==> config.mk <==
export PLATFORM = sky130hd
export DESIGN_NAME = http_header_line_parser_core
export DESIGN_NICKNAME = d
export VERILOG_FILES = /design/src/hdl/hhlp_pkg.sv /design/src/hdl/hhlp_front.sv /design/src/hdl/hhlp_queue.sv /design/src/hdl/hhlp_back.sv /design/src/hdl/http_header_line_parser_core.sv
export SDC_FILE = /design/constraint.sdc
export NUM_CORES = 1
export LEC_CHECK = 0
export BUFFER_PORTS_ARGS = -buffer_cell sky130_fd_sc_hd__buf_4
export CORE_MARGIN = 2
export CORE_UTILIZATION = 50
export CTS_CLUSTER_SIZE = 14
export DETAILED_ROUTE_END_ITERATION = 10
export PLACE_DENSITY = 0.68
export SYNTH_ARGS = -nofsm -noshare
export SYNTH_HDL_FRONTEND = slang
export SYNTH_SLANG_ARGS = --single-unit
==> constraint.sdc <==
create_clock -name clk -period 6.43 [get_ports clk]
set_clock_uncertainty 0.1 [all_clocks]
set_input_delay 1.929 -clock clk [delete_from_list [all_inputs] [get_ports clk]]
set_output_delay 1.929 -clock clk [all_outputs]
set_load 0.02 [all_outputs]
==> src/hdl/hhlp_pkg.sv <==
package hhlp_pkg;

    // Table and field sizes
    localparam int HEADER_LIMIT = 32;
    localparam int NAME_LIMIT   = 64;
    localparam int VALUE_LIMIT  = 256;

    localparam int CNT_W  = $clog2(HEADER_LIMIT + 1);
    localparam int NLEN_W = $clog2(NAME_LIMIT);
    localparam int VLEN_W = $clog2(VALUE_LIMIT);
    localparam int SLOT_W = 6;

    // Queue between front and back (power of two depth)
    localparam int Q_DEPTH = 4;
    localparam int Q_AW    = $clog2(Q_DEPTH);
    localparam int Q_CW    = $clog2(Q_DEPTH + 1);

    // Characters of interest
    localparam logic [7:0] CH_LF    = 8'h0A;
    localparam logic [7:0] CH_CR    = 8'h0D;
    localparam logic [7:0] CH_COLON = 8'h3A;
    localparam logic [7:0] CH_SPACE = 8'h20;

    typedef enum logic [1:0] {
        KIND_NAME    = 2'd0,
        KIND_VALUE   = 2'd1,
        KIND_COMMIT  = 2'd2,
        KIND_DISCARD = 2'd3
    } kind_t;

    typedef struct packed {
        logic [7:0] data_byte;
        logic       start_of_request;
        logic       end_of_buffer;
    } byte_item_t;

    typedef struct packed {
        logic [7:0]        out_byte;
        kind_t             kind;
        logic [SLOT_W-1:0] slot;
        logic              last;
    } hdr_item_t;

    // One result without its last flag
    typedef struct packed {
        logic [7:0]        out_byte;
        kind_t             kind;
        logic [SLOT_W-1:0] slot;
    } res_t;

    // All results of one byte: n is 1 or 2 once queued
    typedef struct packed {
        logic [1:0] n;
        res_t       r0;
        res_t       r1;
    } entry_t;

endpackage

==> src/hdl/hhlp_front.sv <==
module hhlp_front (
    input  logic                clk,
    input  logic                rst_n,
    input  logic                byte_valid,
    output logic                byte_stall,
    input  hhlp_pkg::byte_item_t byte_item,
    input  logic                q_full,
    output logic                q_push,
    output hhlp_pkg::entry_t    q_entry
);

    typedef struct packed {
        logic                        colon;
        logic                        skip;
        logic [hhlp_pkg::NLEN_W-1:0] nlen;
        logic [hhlp_pkg::VLEN_W-1:0] vlen;
    } line_t;

    typedef struct packed {
        line_t           l;
        logic            hit;
        hhlp_pkg::kind_t k;
    } take_t;

    // Route one ordinary character to name or value, or swallow it
    function automatic take_t take_char(input line_t l, input logic [7:0] c);
        take_t t;
        t.l   = l;
        t.hit = 1'b0;
        t.k   = hhlp_pkg::KIND_NAME;
        if (!l.colon) begin
            if (c == hhlp_pkg::CH_COLON) begin
                t.l.colon = 1'b1;
                t.l.skip  = 1'b1;
            end else if (l.nlen < hhlp_pkg::NLEN_W'(hhlp_pkg::NAME_LIMIT - 1)) begin
                t.l.nlen = l.nlen + hhlp_pkg::NLEN_W'(1);
                t.hit    = 1'b1;
            end
        end else if (!(l.skip && c == hhlp_pkg::CH_SPACE)) begin
            t.l.skip = 1'b0;
            if (l.vlen < hhlp_pkg::VLEN_W'(hhlp_pkg::VALUE_LIMIT - 1)) begin
                t.l.vlen = l.vlen + hhlp_pkg::VLEN_W'(1);
                t.hit    = 1'b1;
                t.k      = hhlp_pkg::KIND_VALUE;
            end
        end
        return t;
    endfunction

    function automatic hhlp_pkg::res_t mk_res(input logic [7:0] b, input hhlp_pkg::kind_t k,
                                             input logic [hhlp_pkg::CNT_W-1:0] cnt);
        hhlp_pkg::res_t r;
        r.out_byte = b;
        r.kind     = k;
        r.slot     = hhlp_pkg::SLOT_W'(cnt);
        return r;
    endfunction

    // Append a result to the byte's entry
    function automatic hhlp_pkg::entry_t put(input hhlp_pkg::entry_t e, input hhlp_pkg::res_t r);
        hhlp_pkg::entry_t o;
        o = e;
        if (e.n == 2'd0) begin
            o.r0 = r;
        end else begin
            o.r1 = r;
        end
        o.n = e.n + 2'd1;
        return o;
    endfunction

    logic                       in_req_reg, in_req_next;
    logic                       held_reg, held_next;
    line_t                      line_reg, line_next;
    logic [hhlp_pkg::CNT_W-1:0] cnt_reg, cnt_next;
    hhlp_pkg::entry_t           ent;
    take_t                      tc_cr, tc_b;
    logic [7:0]                 b;
    logic                       accept;

    assign byte_stall = q_full;
    assign accept     = byte_valid && !byte_stall;
    assign b          = byte_item.data_byte;

    always_comb
    begin
        in_req_next = in_req_reg;
        held_next   = held_reg;
        line_next   = line_reg;
        cnt_next    = cnt_reg;
        ent         = '0;
        tc_cr       = '0;
        tc_b        = '0;

        // New buffer: drop any open header line with the old slot
        if (byte_item.start_of_request) begin
            if (!in_req_next && (line_next.colon || held_next || line_next.nlen != '0)) begin
                ent = put(ent, mk_res(8'd0, hhlp_pkg::KIND_DISCARD, cnt_next));
            end
            line_next   = '0;
            held_next   = 1'b0;
            cnt_next    = '0;
            in_req_next = 1'b1;
        end

        if (in_req_next) begin
            if (b == hhlp_pkg::CH_LF) begin
                in_req_next = 1'b0;
                line_next   = '0;
                held_next   = 1'b0;
            end
        end else if (byte_item.end_of_buffer && b != hhlp_pkg::CH_LF) begin
            ent       = put(ent, mk_res(8'd0, hhlp_pkg::KIND_DISCARD, cnt_next));
            line_next = '0;
            held_next = 1'b0;
        end else begin
            // A held CR not followed by LF is an ordinary character
            if (held_next) begin
                held_next = 1'b0;
                if (b != hhlp_pkg::CH_LF) begin
                    tc_cr     = take_char(line_next, hhlp_pkg::CH_CR);
                    line_next = tc_cr.l;
                    if (tc_cr.hit) begin
                        ent = put(ent, mk_res(hhlp_pkg::CH_CR, tc_cr.k, cnt_next));
                    end
                end
            end
            if (b == hhlp_pkg::CH_LF) begin
                if (line_next.colon && cnt_next < hhlp_pkg::CNT_W'(hhlp_pkg::HEADER_LIMIT)) begin
                    ent      = put(ent, mk_res(8'd0, hhlp_pkg::KIND_COMMIT, cnt_next));
                    cnt_next = cnt_next + hhlp_pkg::CNT_W'(1);
                end else begin
                    ent = put(ent, mk_res(8'd0, hhlp_pkg::KIND_DISCARD, cnt_next));
                end
                line_next = '0;
                held_next = 1'b0;
            end else if (b == hhlp_pkg::CH_CR) begin
                held_next      = 1'b1;
                line_next.skip = 1'b0;
            end else begin
                tc_b      = take_char(line_next, b);
                line_next = tc_b.l;
                if (tc_b.hit) begin
                    ent = put(ent, mk_res(b, tc_b.k, cnt_next));
                end
            end
        end

        // End of buffer: back to request-line state, count kept
        if (byte_item.end_of_buffer) begin
            in_req_next = 1'b1;
            line_next   = '0;
            held_next   = 1'b0;
        end
    end

    assign q_push  = accept && ent.n != 2'd0;
    assign q_entry = ent;

    always_ff @(posedge clk or negedge rst_n)
    begin
        if (!rst_n) begin
            in_req_reg <= 1'b1;
            held_reg   <= 1'b0;
            line_reg   <= '0;
            cnt_reg    <= '0;
        end else if (accept) begin
            in_req_reg <= in_req_next;
            held_reg   <= held_next;
            line_reg   <= line_next;
            cnt_reg    <= cnt_next;
        end
    end

    a_req_line_clear: assert property (@(posedge clk) disable iff (!rst_n)
        in_req_reg |-> (!line_reg.colon && !held_reg && line_reg.nlen == '0))
        else $error("line state not cleared in request line");

    a_cnt_bound: assert property (@(posedge clk) disable iff (!rst_n)
        cnt_reg <= hhlp_pkg::CNT_W'(hhlp_pkg::HEADER_LIMIT))
        else $error("header count above limit");

    a_cnt_step: assert property (@(posedge clk) disable iff (!rst_n)
        !accept |=> $stable(cnt_reg))
        else $error("header count moved without a transaction");

endmodule

==> src/hdl/hhlp_queue.sv <==
module hhlp_queue (
    input  logic             clk,
    input  logic             rst_n,
    input  logic             push,
    input  hhlp_pkg::entry_t push_entry,
    output logic             full,
    input  logic             pop,
    output logic             nonempty,
    output hhlp_pkg::entry_t head
);

    hhlp_pkg::entry_t          mem [hhlp_pkg::Q_DEPTH];
    logic [hhlp_pkg::Q_AW-1:0] wr_ptr_reg;
    logic [hhlp_pkg::Q_AW-1:0] rd_ptr_reg;
    logic [hhlp_pkg::Q_CW-1:0] count_reg;

    assign full     = count_reg == hhlp_pkg::Q_CW'(hhlp_pkg::Q_DEPTH);
    assign nonempty = count_reg != '0;
    assign head     = mem[rd_ptr_reg];

    always_ff @(posedge clk)
    begin
        if (push) begin
            mem[wr_ptr_reg] <= push_entry;
        end
    end

    always_ff @(posedge clk or negedge rst_n)
    begin
        if (!rst_n) begin
            wr_ptr_reg <= '0;
            rd_ptr_reg <= '0;
            count_reg  <= '0;
        end else begin
            if (push) begin
                wr_ptr_reg <= wr_ptr_reg + hhlp_pkg::Q_AW'(1);
            end
            if (pop) begin
                rd_ptr_reg <= rd_ptr_reg + hhlp_pkg::Q_AW'(1);
            end
            if (push && !pop) begin
                count_reg <= count_reg + hhlp_pkg::Q_CW'(1);
            end else if (pop && !push) begin
                count_reg <= count_reg - hhlp_pkg::Q_CW'(1);
            end
        end
    end

    a_no_overflow: assert property (@(posedge clk) disable iff (!rst_n)
        push |-> !full)
        else $error("push into full queue");

    a_no_underflow: assert property (@(posedge clk) disable iff (!rst_n)
        pop |-> nonempty)
        else $error("pop from empty queue");

    a_head_nonzero: assert property (@(posedge clk) disable iff (!rst_n)
        nonempty |-> head.n != 2'd0)
        else $error("queued entry carries no result");

endmodule

==> src/hdl/hhlp_back.sv <==
module hhlp_back (
    input  logic               clk,
    input  logic               rst_n,
    input  logic               q_valid,
    input  hhlp_pkg::entry_t   q_head,
    output logic               q_pop,
    output logic               hdr_valid,
    input  logic               hdr_stall,
    output hhlp_pkg::hdr_item_t hdr_item
);

    hhlp_pkg::entry_t cur_reg;
    logic             cur_valid_reg;
    logic             sel_reg;
    logic             out_take;
    logic             done;
    logic             load;
    hhlp_pkg::res_t   res;

    assign out_take = cur_valid_reg && !hdr_stall;
    assign done     = sel_reg || cur_reg.n != 2'd2;
    assign load     = !cur_valid_reg || (out_take && done);
    assign q_pop    = q_valid && load;

    assign res               = sel_reg ? cur_reg.r1 : cur_reg.r0;
    assign hdr_valid         = cur_valid_reg;
    assign hdr_item.out_byte = res.out_byte;
    assign hdr_item.kind     = res.kind;
    assign hdr_item.slot     = res.slot;
    assign hdr_item.last     = done;

    always_ff @(posedge clk)
    begin
        if (q_pop) begin
            cur_reg <= q_head;
        end
    end

    always_ff @(posedge clk or negedge rst_n)
    begin
        if (!rst_n) begin
            cur_valid_reg <= 1'b0;
            sel_reg       <= 1'b0;
        end else if (out_take && !done) begin
            sel_reg <= 1'b1;
        end else if (load) begin
            cur_valid_reg <= q_valid;
            sel_reg       <= 1'b0;
        end
    end

    a_pair_follows: assert property (@(posedge clk) disable iff (!rst_n)
        (hdr_valid && !hdr_stall && !hdr_item.last) |=> (hdr_valid && hdr_item.last))
        else $error("second result of a byte missing");

    a_idle_loads: assert property (@(posedge clk) disable iff (!rst_n)
        (q_valid && !cur_valid_reg) |-> q_pop)
        else $error("idle back end left queue waiting");

    a_sel_only_pair: assert property (@(posedge clk) disable iff (!rst_n)
        (cur_valid_reg && sel_reg) |-> cur_reg.n == 2'd2)
        else $error("second result selected on single-result entry");

endmodule

==> src/hdl/http_header_line_parser_core.sv <==
// Path: an accepted byte's results go into the queue memory, then into the back
// end's current-entry register. Throughput: one byte per cycle while the queue is
// not full; a byte's two results leave in turn, the four-entry queue holding the extra.
// Reset (rst_n, asynchronous, active low): request-line state, header count zero,
// queue and output empty.
module http_header_line_parser_core (
    input  logic                 clk,
    input  logic                 rst_n,
    // byte channel
    input  logic                 byte_valid,
    output logic                 byte_stall,
    input  hhlp_pkg::byte_item_t byte_item,
    // header result channel
    output logic                 hdr_valid,
    input  logic                 hdr_stall,
    output hhlp_pkg::hdr_item_t  hdr_item
);

    // Front to queue: one entry per byte that yields any result
    logic             push;
    hhlp_pkg::entry_t push_entry;
    logic             q_full;

    // Queue to back
    logic             q_nonempty;
    logic             q_pop;
    hhlp_pkg::entry_t q_head;

    // Classify each byte, track line state and header count, stall only on a
    // full queue so the front keeps taking bytes while results wait.
    hhlp_front u_front (
        .clk        (clk),
        .rst_n      (rst_n),
        .byte_valid (byte_valid),
        .byte_stall (byte_stall),
        .byte_item  (byte_item),
        .q_full     (q_full),
        .q_push     (push),
        .q_entry    (push_entry)
    );

    // Hold up to four byte transactions' worth of results between the halves.
    hhlp_queue u_queue (
        .clk        (clk),
        .rst_n      (rst_n),
        .push       (push),
        .push_entry (push_entry),
        .full       (q_full),
        .pop        (q_pop),
        .nonempty   (q_nonempty),
        .head       (q_head)
    );

    // Serialise each entry's one or two results onto the output, flagging the
    // final one of each byte as last.
    hhlp_back u_back (
        .clk       (clk),
        .rst_n     (rst_n),
        .q_valid   (q_nonempty),
        .q_head    (q_head),
        .q_pop     (q_pop),
        .hdr_valid (hdr_valid),
        .hdr_stall (hdr_stall),
        .hdr_item  (hdr_item)
    );

endmodule
==> reports/qor.yml, run 1 <==
status: "finished clean"
reg2reg_slack_ns: 1.67
root_buffer: "clkbuf_16"
pin_count: 33
synth_compound_area_frac: 0.0708
crit_path_cell_trace: "buf_4 -> nor2b_4 -> ha_4 -> nand2_4 -> o31ai_4 -> or2_4 -> mux2_4 -> ha_4 -> or4b_4 -> nand2_4 -> a31oi_2 -> or3_1 -> a211o_1 -> a41oi_4 -> ha_2 -> inv_1 -> fa_2 -> xor2_1 -> nor2_1 -> xor2_1"
synth_cell_types: 65
wl_per_cell_um: 21.7
async_flop_share: 0.163
final_nets: 725
grt_pass1_vias: 5894
synthSimpleGateAreaFrac: 0.118
antenna_found_initial: 0
cts_sinks: 203
fin_crit_ns: 5.91
port_buffers: 32
area_delta_synth_final_pct: 16.0
diodes: 0
rsz0062_at_grt: "no"
reg2reg_depth: 19
drtIter0Drc: 388
gp_congestion: 0.892
hold_violations: 0
max_freq_mhz: 169
worst_slew_pin_slew_ns: 1.10
synthAdderAreaFrac: 0.0196
finalSetupViolCount: 0
crit_slowest_cell: "or4b_4"
ir_drop_mv: 0.234
drc: 0
synth_top_family_by_area: "multiplexers"
die_w_um: 141
layout_common_cells: "170 x edfxtp_1, 55 x buf_4, 46 x nand2_1"
cp_num_buf_inv: 2
required_ns: 6.74
max_cap_viol_count: 0
syn_area_um2: 9330
core_area_um2: 18100
syn_area_per_cell_um2: 14.4
synthXorXnorAreaFrac: 0.0178
wl_um: 20400
worstPathMaxFanout: 13
first_pass_iters: 5
clock_path_buffers: 3
clkTransAtPathRegs_ns: 0.06
hp-class: "register to register"
cts-resized-gates: 0
grt_use_total: 0.211
h-tree-depth: 1
ys.flop_type: "edfxtp_1"
ys_ff_latch: 203
ys_seq_area_frac: 0.636
syn_inst: 646
die_y_um: 141
path_delay_family: "simple AND/OR/NAND/NOR gates"
cp.arrival_ns: 6.23
grt_max_degree: 37
tns_ns: 0
dp_slack_ns: 0.0154
drv_slew: 0
numCtsBuffers: 22
overflow: 0
crit_path_end_kind: "register"
r2r-end: "u_queue.count_reg[2]"
r2r_start: "u_front.line_reg[0]"
min_from: "u_front.line_reg[14]"
period_share: 0.920
drive_above_1_share: 0.252
power.leakage_uw: 0.00375
grt_pass1_wl_um: 32300
yosys_warnings: 0
vias: 5706
dieArea_um2: 19800
setup.worst_path.start: "byte_item[1]"
slew_headroom: 0.266
viasPerCell: 6.06
hold_end: "u_front.line_reg[14]"
initial_core_util: 0.514
path_class: "input port to register"
rows: 49
hold_path_depth: 1
fin_ws_ns: 0.516
hpwl_um: 13000
powerDensity_nw_per_um2: 324
critPathLaunchType: "input port"
postCtsSetupRepairBufs: 0
synth_nets: 674
ant_nets: 0
largest_reg_flops: 136
synth.area.mux_share: 0.118
final_common_cell: "edfxtp_1"
insertion_delay_ns: 0.49
synth-edff-count: 170
ctsHoldBuffers: 0
cts_tree: "done"
slowest_delay_ns: 0.47
power by group:
group | switching [µW] | internal, µW | total [µW]
Clock | 495 | 771 | 1270
Combinational | 310 | 290 | 600
Sequential | 102 | 1530 | 1640
synthesized netlist by cell type, types with 3 or more instances:
library cell  number  area (µm²)
a21oi_1           28         140
a22o_1             6        52.6
a22oi_1            7        52.6
a31oi_1            7        43.8
and2_1            27         169
and3_1             6        37.5
buf_1              5        18.8
buf_2              3        15.0
clkbuf_1          21        78.8
dfrtp_1           32         801
edfxtp_1         170        5100
ha_1              13         163
inv_1             15        56.3
mux2_2            23         259
mux2i_1            6        60.1
mux4_2            34         766
nand2_1           48         180
nand2b_1           6        37.5
nand3_1           17        85.1
nand4_1           10        62.6
nor2_1            26        97.6
nor2b_1           14        87.6
nor3_1            14        70.1
nor4_1             9        56.3
o21ai_0           20         100
o31ai_1            4        30.0
or3_1              3        18.8
or4_1              3        22.5
xnor2_1           14         123
xor2_1             5        43.8
worst register-to-register path, cell delays in order, from the launching register on:
cell	delay [ns]
dfrtp_1	0.42
nor2b_4	0.26
ha_4	0.21
nand2_4	0.08
o31ai_4	0.30
or2_4	0.24
mux2_4	0.19
ha_4	0.13
or4b_4	0.47
nand2_4	0.11
a31oi_2	0.10
or3_1	0.39
a211o_1	0.37
a41oi_4	0.26
ha_2	0.24
inv_1	0.06
fa_2	0.33
xor2_1	0.16
nor2_1	0.12
xor2_1	0.16
cell type report:
cell class | instances | area [µm²]
fill | 1396 | 7320
clock buffer | 29 | 628
timing repair buffer | 59 | 493
inverter | 15 | 56.3
multi-input combinational | 396 | 3310
tap | 229 | 287
sequential | 203 | 5930
clock inverter | 11 | 114
layer usage:
layer | wire [µm] | global-route usage | vias to the layer above
met5 | 0 | 0 | -
met4 | 668 | 0.0774 | 0
met3 | 792 | 0.0296 | 46
met2 | 10400 | 0.366 | 126
met1 | 8560 | 0.274 | 2905
li1 | - | - | 2629
kinds of logic after synthesis:
kind of cell    after synthesis
simple gates                201
buf+inv                      47
fa+ha+maj                    14
mux                          64
xor+xnor                     19
compound gates               98
flops                       203
metrics by stage:
stage          instance area (µm²)  instances  power [µW]  hold slack [ns]  utilization
3_5_place_dp                 10100        902        2280            0.386        0.556
2_1_floorplan                 9460        646        2070            0.366            -
5_1_grt                      10800        942        3640            0.430        0.596
3_3_place_gp                 10100        902        2260            0.378        0.556
4_1_cts                      10800        942        3550            0.400        0.596
6_report                     10800        942        3500            0.398        0.596
worst max-delay path by stage:
stage / end / slack, ns / depth (start not counted)
after floorplan: u_queue.count_reg[2] / 0.005 / 23
after global placement: u_queue.count_reg[2] / 0.09 / 18
after detailed placement: u_queue.count_reg[2] / 0.02 / 20
after CTS: u_queue.count_reg[2] / 0.53 / 20
after global routing: u_queue.count_reg[2] / 0.29 / 20
final: u_queue.count_reg[2] / 0.52 / 20
Note: power is estimated with default switching activity, not from simulation.
==> run 2: changes to the inputs <==
--- a/config.mk
+++ b/config.mk
@@ -6,11 +6,13 @@
 export NUM_CORES = 1
 export LEC_CHECK = 0
 export BUFFER_PORTS_ARGS = -buffer_cell sky130_fd_sc_hd__buf_4
+export CELL_PAD_IN_SITES_DETAIL_PLACEMENT = 2
+export CELL_PAD_IN_SITES_GLOBAL_PLACEMENT = 2
 export CORE_MARGIN = 2
-export CORE_UTILIZATION = 50
+export CORE_UTILIZATION = 35
 export CTS_CLUSTER_SIZE = 14
 export DETAILED_ROUTE_END_ITERATION = 10
-export PLACE_DENSITY = 0.68
+export PLACE_DENSITY = 0.65
 export SYNTH_ARGS = -nofsm -noshare
 export SYNTH_HDL_FRONTEND = slang
 export SYNTH_SLANG_ARGS = --single-unit
==> run 2 against run 1 <==
Maximum frequency increased by 0.23%; count of clock-buffer cells in the layout increased by 2; first-iteration DRC count decreased by 20%; power increased by 1.1%; die area increased by 42%; critical path depth decreased by 1; sequential power about the same; via count increased by 1.4%; largest cell class unchanged; final cell count increased by 12%; global-route usage decreased by 2.2 points; the flow now finishes with violations (DRC); critical path type unchanged; largest power group unchanged.
==> reports/qor.yml, run 2 (synthesis gave the netlist of run 1 again) <==
status: "finished, violations left"
failed_checks: "DRC"
hold_violations: 0  # unchanged
diodes: 0  # unchanged
hold_path_depth: 1  # unchanged
largest_reg_flops: 136  # unchanged
drv_slew: 0  # unchanged
rsz0062_at_grt: "no"
num-fill-cells: 2600  # +86%
reg2reg_slack_ns: 1.60  # -0.07 ns
cp_num_buf_inv: 2  # unchanged
drc: 2  # +2
drive_above_1_share: 0.251  # -0.00141
path_delay_family: "compound AO/OA/AOI/OAI gates"
cp.arrival_ns: 6.25  # +0.02 ns
viasPerCell: 5.48  # -9.6%
h-tree-depth: 1  # unchanged
critPathLaunchType: "input port"
min_from: "u_front.line_reg[14]"
pin_count: 33  # unchanged
die_w_um: 167  # +19%
cts_sinks: 203  # unchanged
port_buffers: 32  # unchanged
initial_core_util: 0.357  # -0.157
dp_slack_ns: -0.0621  # -0.0775 ns
hp-class: "register to register"
worstPathMaxFanout: 12  # -1
grt_max_degree: 36  # -2.7%
cts-resized-gates: 0  # unchanged
fin_ws_ns: 0.530  # +0.0138 ns
overflow: 0  # unchanged
hpwl_um: 17200  # +32%
wl_um: 25600  # +26%
worst_slew_pin_slew_ns: 1.30  # +0.198 ns
crit_path_end_kind: "register"
powerDensity_nw_per_um2: 322  # -0.44%
insertion_delay_ns: 0.54  # +0.05 ns
path_class: "input port to register"
final_common_cell: "edfxtp_1"
numCtsBuffers: 23  # +4.5%
finalSetupViolCount: 0  # unchanged
r2r_start: "u_front.line_reg[8]"
clock_path_buffers: 3  # unchanged
layout_common_cells: "170 x edfxtp_1, 61 x buf_4, 46 x nand2_1"
first_pass_iters: 7  # +2
power.leakage_uw: 0.00375  # +0.18%
slowest_delay_ns: 0.41  # -0.06 ns
grt_pass1_wl_um: 40500  # +25%
reg2reg_depth: 18  # -1
core_area_um2: 26100  # +44%
dieArea_um2: 28000  # +42%
period_share: 0.918  # -0.00215
hold_slack_ns: 0.424  # +0.0257 ns
max_cap_viol_count: 0  # unchanged
drtIter0Drc: 310  # -20%
wl_per_cell_um: 24.3  # +12%
fin_crit_ns: 5.90  # -0.0138 ns
hold_end: "u_front.line_reg[14]"
r2r-end: "u_queue.count_reg[2]"
ant_nets: 0  # unchanged
rows: 59  # +20%
required_ns: 6.78  # +0.04 ns
final_nets: 732  # +0.97%
grt_use_total: 0.190  # -0.0215
cts_tree: "done"
antenna_found_initial: 0  # unchanged
crit_path_cell_trace: "buf_4 -> nor2b_1 -> ha_1 -> a31oi_1 -> nand2_1 -> mux2_2 -> ha_1 -> o31ai_1 -> or3_1 -> o31a_1 -> or3_1 -> a211o_1 -> a41oi_4 -> ha_2 -> inv_1 -> fa_2 -> xor2_1 -> nor2_1 -> xor2_1"
postCtsSetupRepairBufs: 0  # unchanged
ctsHoldBuffers: 0  # unchanged
gp_congestion: 0.842  # -5.6%
slew_headroom: 0.120  # -0.145
die_y_um: 167  # +19%
crit_slowest_cell: "o31a_1"
max_freq_mhz: 169  # +0.23%
root_buffer: "clkbuf_16"
ir_drop_mv: 0.172  # -26%
vias: 5785  # +1.4%
grt_pass1_vias: 6634  # +13%
area_delta_synth_final_pct: 17.7
clkTransAtPathRegs_ns: 0.06  # about the same
## run 2: cell count changes in the layout (fill, tap and decap cells not counted), sizes merged
| cell | change |
|---|---|
| buf | +6 |
| inv | -1 |
| clkinvlp | +2 |
| clkinv | -1 |
| clkbuf | +2 |
## run 2: where the power goes
group | internal, µW | total (µW) | leakage [µW] | switching, µW
combinational | 293 | 609 | 0.00144 | 317
clock | 747 | 1280 | 0.000346 | 534
sequential | 1540 | 1650 | 0.00197 | 115
## run 2: layout make-up
class | count | area, µm² | area share
Timing Repair Buffer | 65 | 538 | 0.0490
Multi-Input combinational cell | 396 | 3310 | 0.301
Inverter | 15 | 56.3 | 0.00512
Tap cell | 335 | 419 | 0.0381
Sequential cell | 203 | 5930 | 0.540
Clock buffer | 31 | 606 | 0.0551
Clock inverter | 11 | 124 | 0.0113
## run 2: worst max path at each step
stage | end | slack (ns) | cells past startpoint | from
final | u_queue.count_reg[2] | 0.53 | 19 | byte_item[1]
after global routing | u_queue.count_reg[2] | 0.31 | 19 | byte_item[1]
after CTS | u_queue.count_reg[2] | 0.46 | 19 | byte_item[1]
after detailed placement | u_queue.count_reg[2] | -0.06 | 19 | byte_item[1]
after global placement | u_queue.count_reg[2] | 0.09 | 18 | byte_item[7]
after floorplan | u_queue.count_reg[2] | 0.005 | 23 | byte_item[1]
## run 2: through the flow
stage	instances	TNS [ns]	utilization	power, µW	instance area (µm²)
after global routing	1056	0	0.420	3690	11000
after global placement	1014	0	0.393	2280	10300
after floorplan	646	0	-	2070	9460
after CTS	1056	0	0.420	3610	11000
after detailed placement	1014	-0.0621	0.393	2320	10300
final	1056	0	0.420	3540	11000
## run 2: routing by layer
layer / wire length (µm) / track usage / vias to the layer above
li1: - / - / 2633
met1: 11100 / 0.238 / 3042
met2: 13400 / 0.345 / 74
met3: 643 / 0.0248 / 36
met4: 567 / 0.0507 / 0
met5: 0 / 0 / -
==> run 3: changes to the inputs <==
--- a/config.mk
+++ b/config.mk
@@ -9,10 +9,11 @@
 export CELL_PAD_IN_SITES_DETAIL_PLACEMENT = 2
 export CELL_PAD_IN_SITES_GLOBAL_PLACEMENT = 2
 export CORE_MARGIN = 2
-export CORE_UTILIZATION = 35
+export CORE_UTILIZATION = 30
 export CTS_CLUSTER_SIZE = 14
 export DETAILED_ROUTE_END_ITERATION = 10
-export PLACE_DENSITY = 0.65
+export PLACE_DENSITY = 0.58
+export SKIP_CTS_REPAIR_TIMING = 1
 export SYNTH_ARGS = -nofsm -noshare
 export SYNTH_HDL_FRONTEND = slang
 export SYNTH_SLANG_ARGS = --single-unit
==> run 3 against run 2 <==
The flow now finishes without violations; wire length shrank 4.6%; count of clock-buffer cells in the layout grew 1; final area grew 0.91%; setup slack lost 0.010 ns; sequential share of layout area shrank 0.50 points; sequential power shrank 2%; flip-flop and latch count is the same; first-iteration DRC count grew 0.32%; critical path depth shrank 1; highest routed layer unchanged.
==> reports/qor.yml, run 3 (synthesis gave the netlist of run 1 again) <==
grt_pass1_vias: 6679  # +0.68%
worstPathMaxFanout: 5  # -7
stdcell_area_um2: 11100  # +0.91%
hpwl_um: 16200  # -5.5%
worst_slew_pin_slew_ns: 1.18  # -0.117 ns
postPlaceCellArea_um2: 10300  # +0.66%
finalSetupViolCount: 0  # unchanged
max_freq_mhz: 169  # -0.17%
largest_reg_flops: 136  # unchanged
required_ns: 6.76  # -0.02 ns
clock_path_buffers: 3  # unchanged
drive_above_1_share: 0.250  # -0.00139
path_delay_family: "simple AND/OR/NAND/NOR gates"
status: "finished clean"
powerDensity_nw_per_um2: 322  # about the same
drv_slew: 0  # unchanged
dieArea_um2: 32500  # +16%
final_common_cell: "edfxtp_1"
cts_tree: "done"
layout_common_cells: "170 x edfxtp_1, 60 x buf_4, 46 x nand2_1"
crit_path_cell_trace: "buf_4 -> or4_4 -> o21ai_1 -> or2_4 -> mux2_4 -> ha_4 -> or4b_4 -> nand2_4 -> a31oi_2 -> or3_1 -> a211o_1 -> a41oi_4 -> ha_2 -> inv_1 -> fa_2 -> xor2_1 -> nor2_1 -> xor2_1"
final_nets: 732  # unchanged
numCtsBuffers: 24  # +4.3%
power.leakage_uw: 0.00377  # +0.49%
vias: 5752  # -0.57%
cts_sinks: 203  # unchanged
die_w_um: 180  # +7.8%
initial_core_util: 0.305  # -0.0520
slowest_delay_ns: 0.53  # +0.12 ns
first_pass_iters: 4  # -3
rsz0062_at_grt: "no"
grt_max_degree: 36  # unchanged
area_delta_synth_final_pct: 18.8
hold_violations: 0  # unchanged
viasPerCell: 5.15  # -6.0%
drc: 0  # -2
drtIter0Drc: 311  # +0.32%
rows: 64  # +8.5%
path_class: "input port to register"
core_area_um2: 30600  # +17%
diodes: 0  # unchanged
num-fill-cells: 3107  # +20%
port_buffers: 32  # unchanged
crit_path_end_kind: "register"
crit_slowest_cell: "or4_4"
clkTransAtPathRegs_ns: 0.06  # about the same
hp-class: "register to register"
fin_ws_ns: 0.520  # -0.0100 ns
h-tree-depth: 1  # unchanged
antenna_found_initial: 0  # unchanged
grt_use_total: 0.153  # -0.0366
cp.arrival_ns: 6.24  # about the same
pin_count: 33  # unchanged
max_cap_viol_count: 0  # unchanged
cp_num_buf_inv: 2  # unchanged
wl_um: 24500  # -4.6%
slew_headroom: 0.204  # +0.0835
die_y_um: 180  # +7.8%
dp_slack_ns: -0.0396  # +0.0225 ns
ir_drop_mv: 0.155  # -9.8%
period_share: 0.919  # +0.00156
cpMostUsedCell: "xor2_1"
fin_crit_ns: 5.91  # +0.0100 ns
critPathLaunchType: "input port"
overflow: 0  # unchanged
grt_pass1_wl_um: 39300  # -3.0%
insertion_delay_ns: 0.50  # -0.04 ns
gp_congestion: 0.850  # +0.89%
wl_per_cell_um: 21.9  # -9.8%
root_buffer: "clkbuf_16"
ant_nets: 0  # unchanged
run 3: changes by cell type in the layout (fill, tap and decap cells not counted), sizes merged:
cell | previous run | this run
inv | 16 | 17
clkinvlp | 2 | 0
buf | 65 | 64
clkbuf | 31 | 32
clkinv | 6 | 7
run 3: per-stage QoR:
stage	util	hold WS, ns	power [µW]	setup TNS [ns]	instances
3_5_place_dp	0.338	0.407	2310	-0.0396	1074
3_3_place_gp	0.338	0.374	2290	-0.0126	1074
5_1_grt	0.362	0.431	3740	0	1117
4_1_cts	0.362	0.415	3650	0	1117
2_1_floorplan	-	0.366	2070	0	646
6_report	0.362	0.406	3570	0	1117
run 3: routing by layer:
layer,GRT usage,share of wire
met2,0.273,0.51
met1,0.195,0.44
met4,0.0400,0.020
met3,0.0212,0.032
met5,0,0
run 3: layout make-up:
cell class,instances,area (µm²),share of cell area
Tap cell,396,495,0.0447
Clock buffer,32,652,0.0588
Timing Repair Buffer,64,531,0.0478
Clock inverter,11,110,0.00993
Sequential cell,203,5930,0.535
Multi-Input combinational cell,396,3310,0.299
Inverter,15,56.3,0.00508
run 3: path summary, 6_finish.rpt:
check / slack (ns) / start / cells after the start / to
max in group asynchronous: 4.56 / rst_n / 1 / u_queue.rd_ptr_reg[0]
hold / removal: 0.41 / u_queue.count_reg[2] / 1 / u_queue.count_reg[2]
hold reg to reg: 0.41 / u_queue.count_reg[2] / 1 / u_queue.count_reg[2]
min in group asynchronous: 1.30 / rst_n / 1 / u_front.line_reg[2]
setup / recovery: 0.52 / byte_item[7] / 18 / u_queue.count_reg[2]
setup reg to reg: 1.68 / u_front.line_reg[0] / 19 / u_queue.count_reg[2]
run 3: report_power, final:
group	switching, µW	leakage [µW]	internal (µW)
logic	352	0.00144	293
clock network	526	0.000370	792
registers	76.4	0.00197	1530
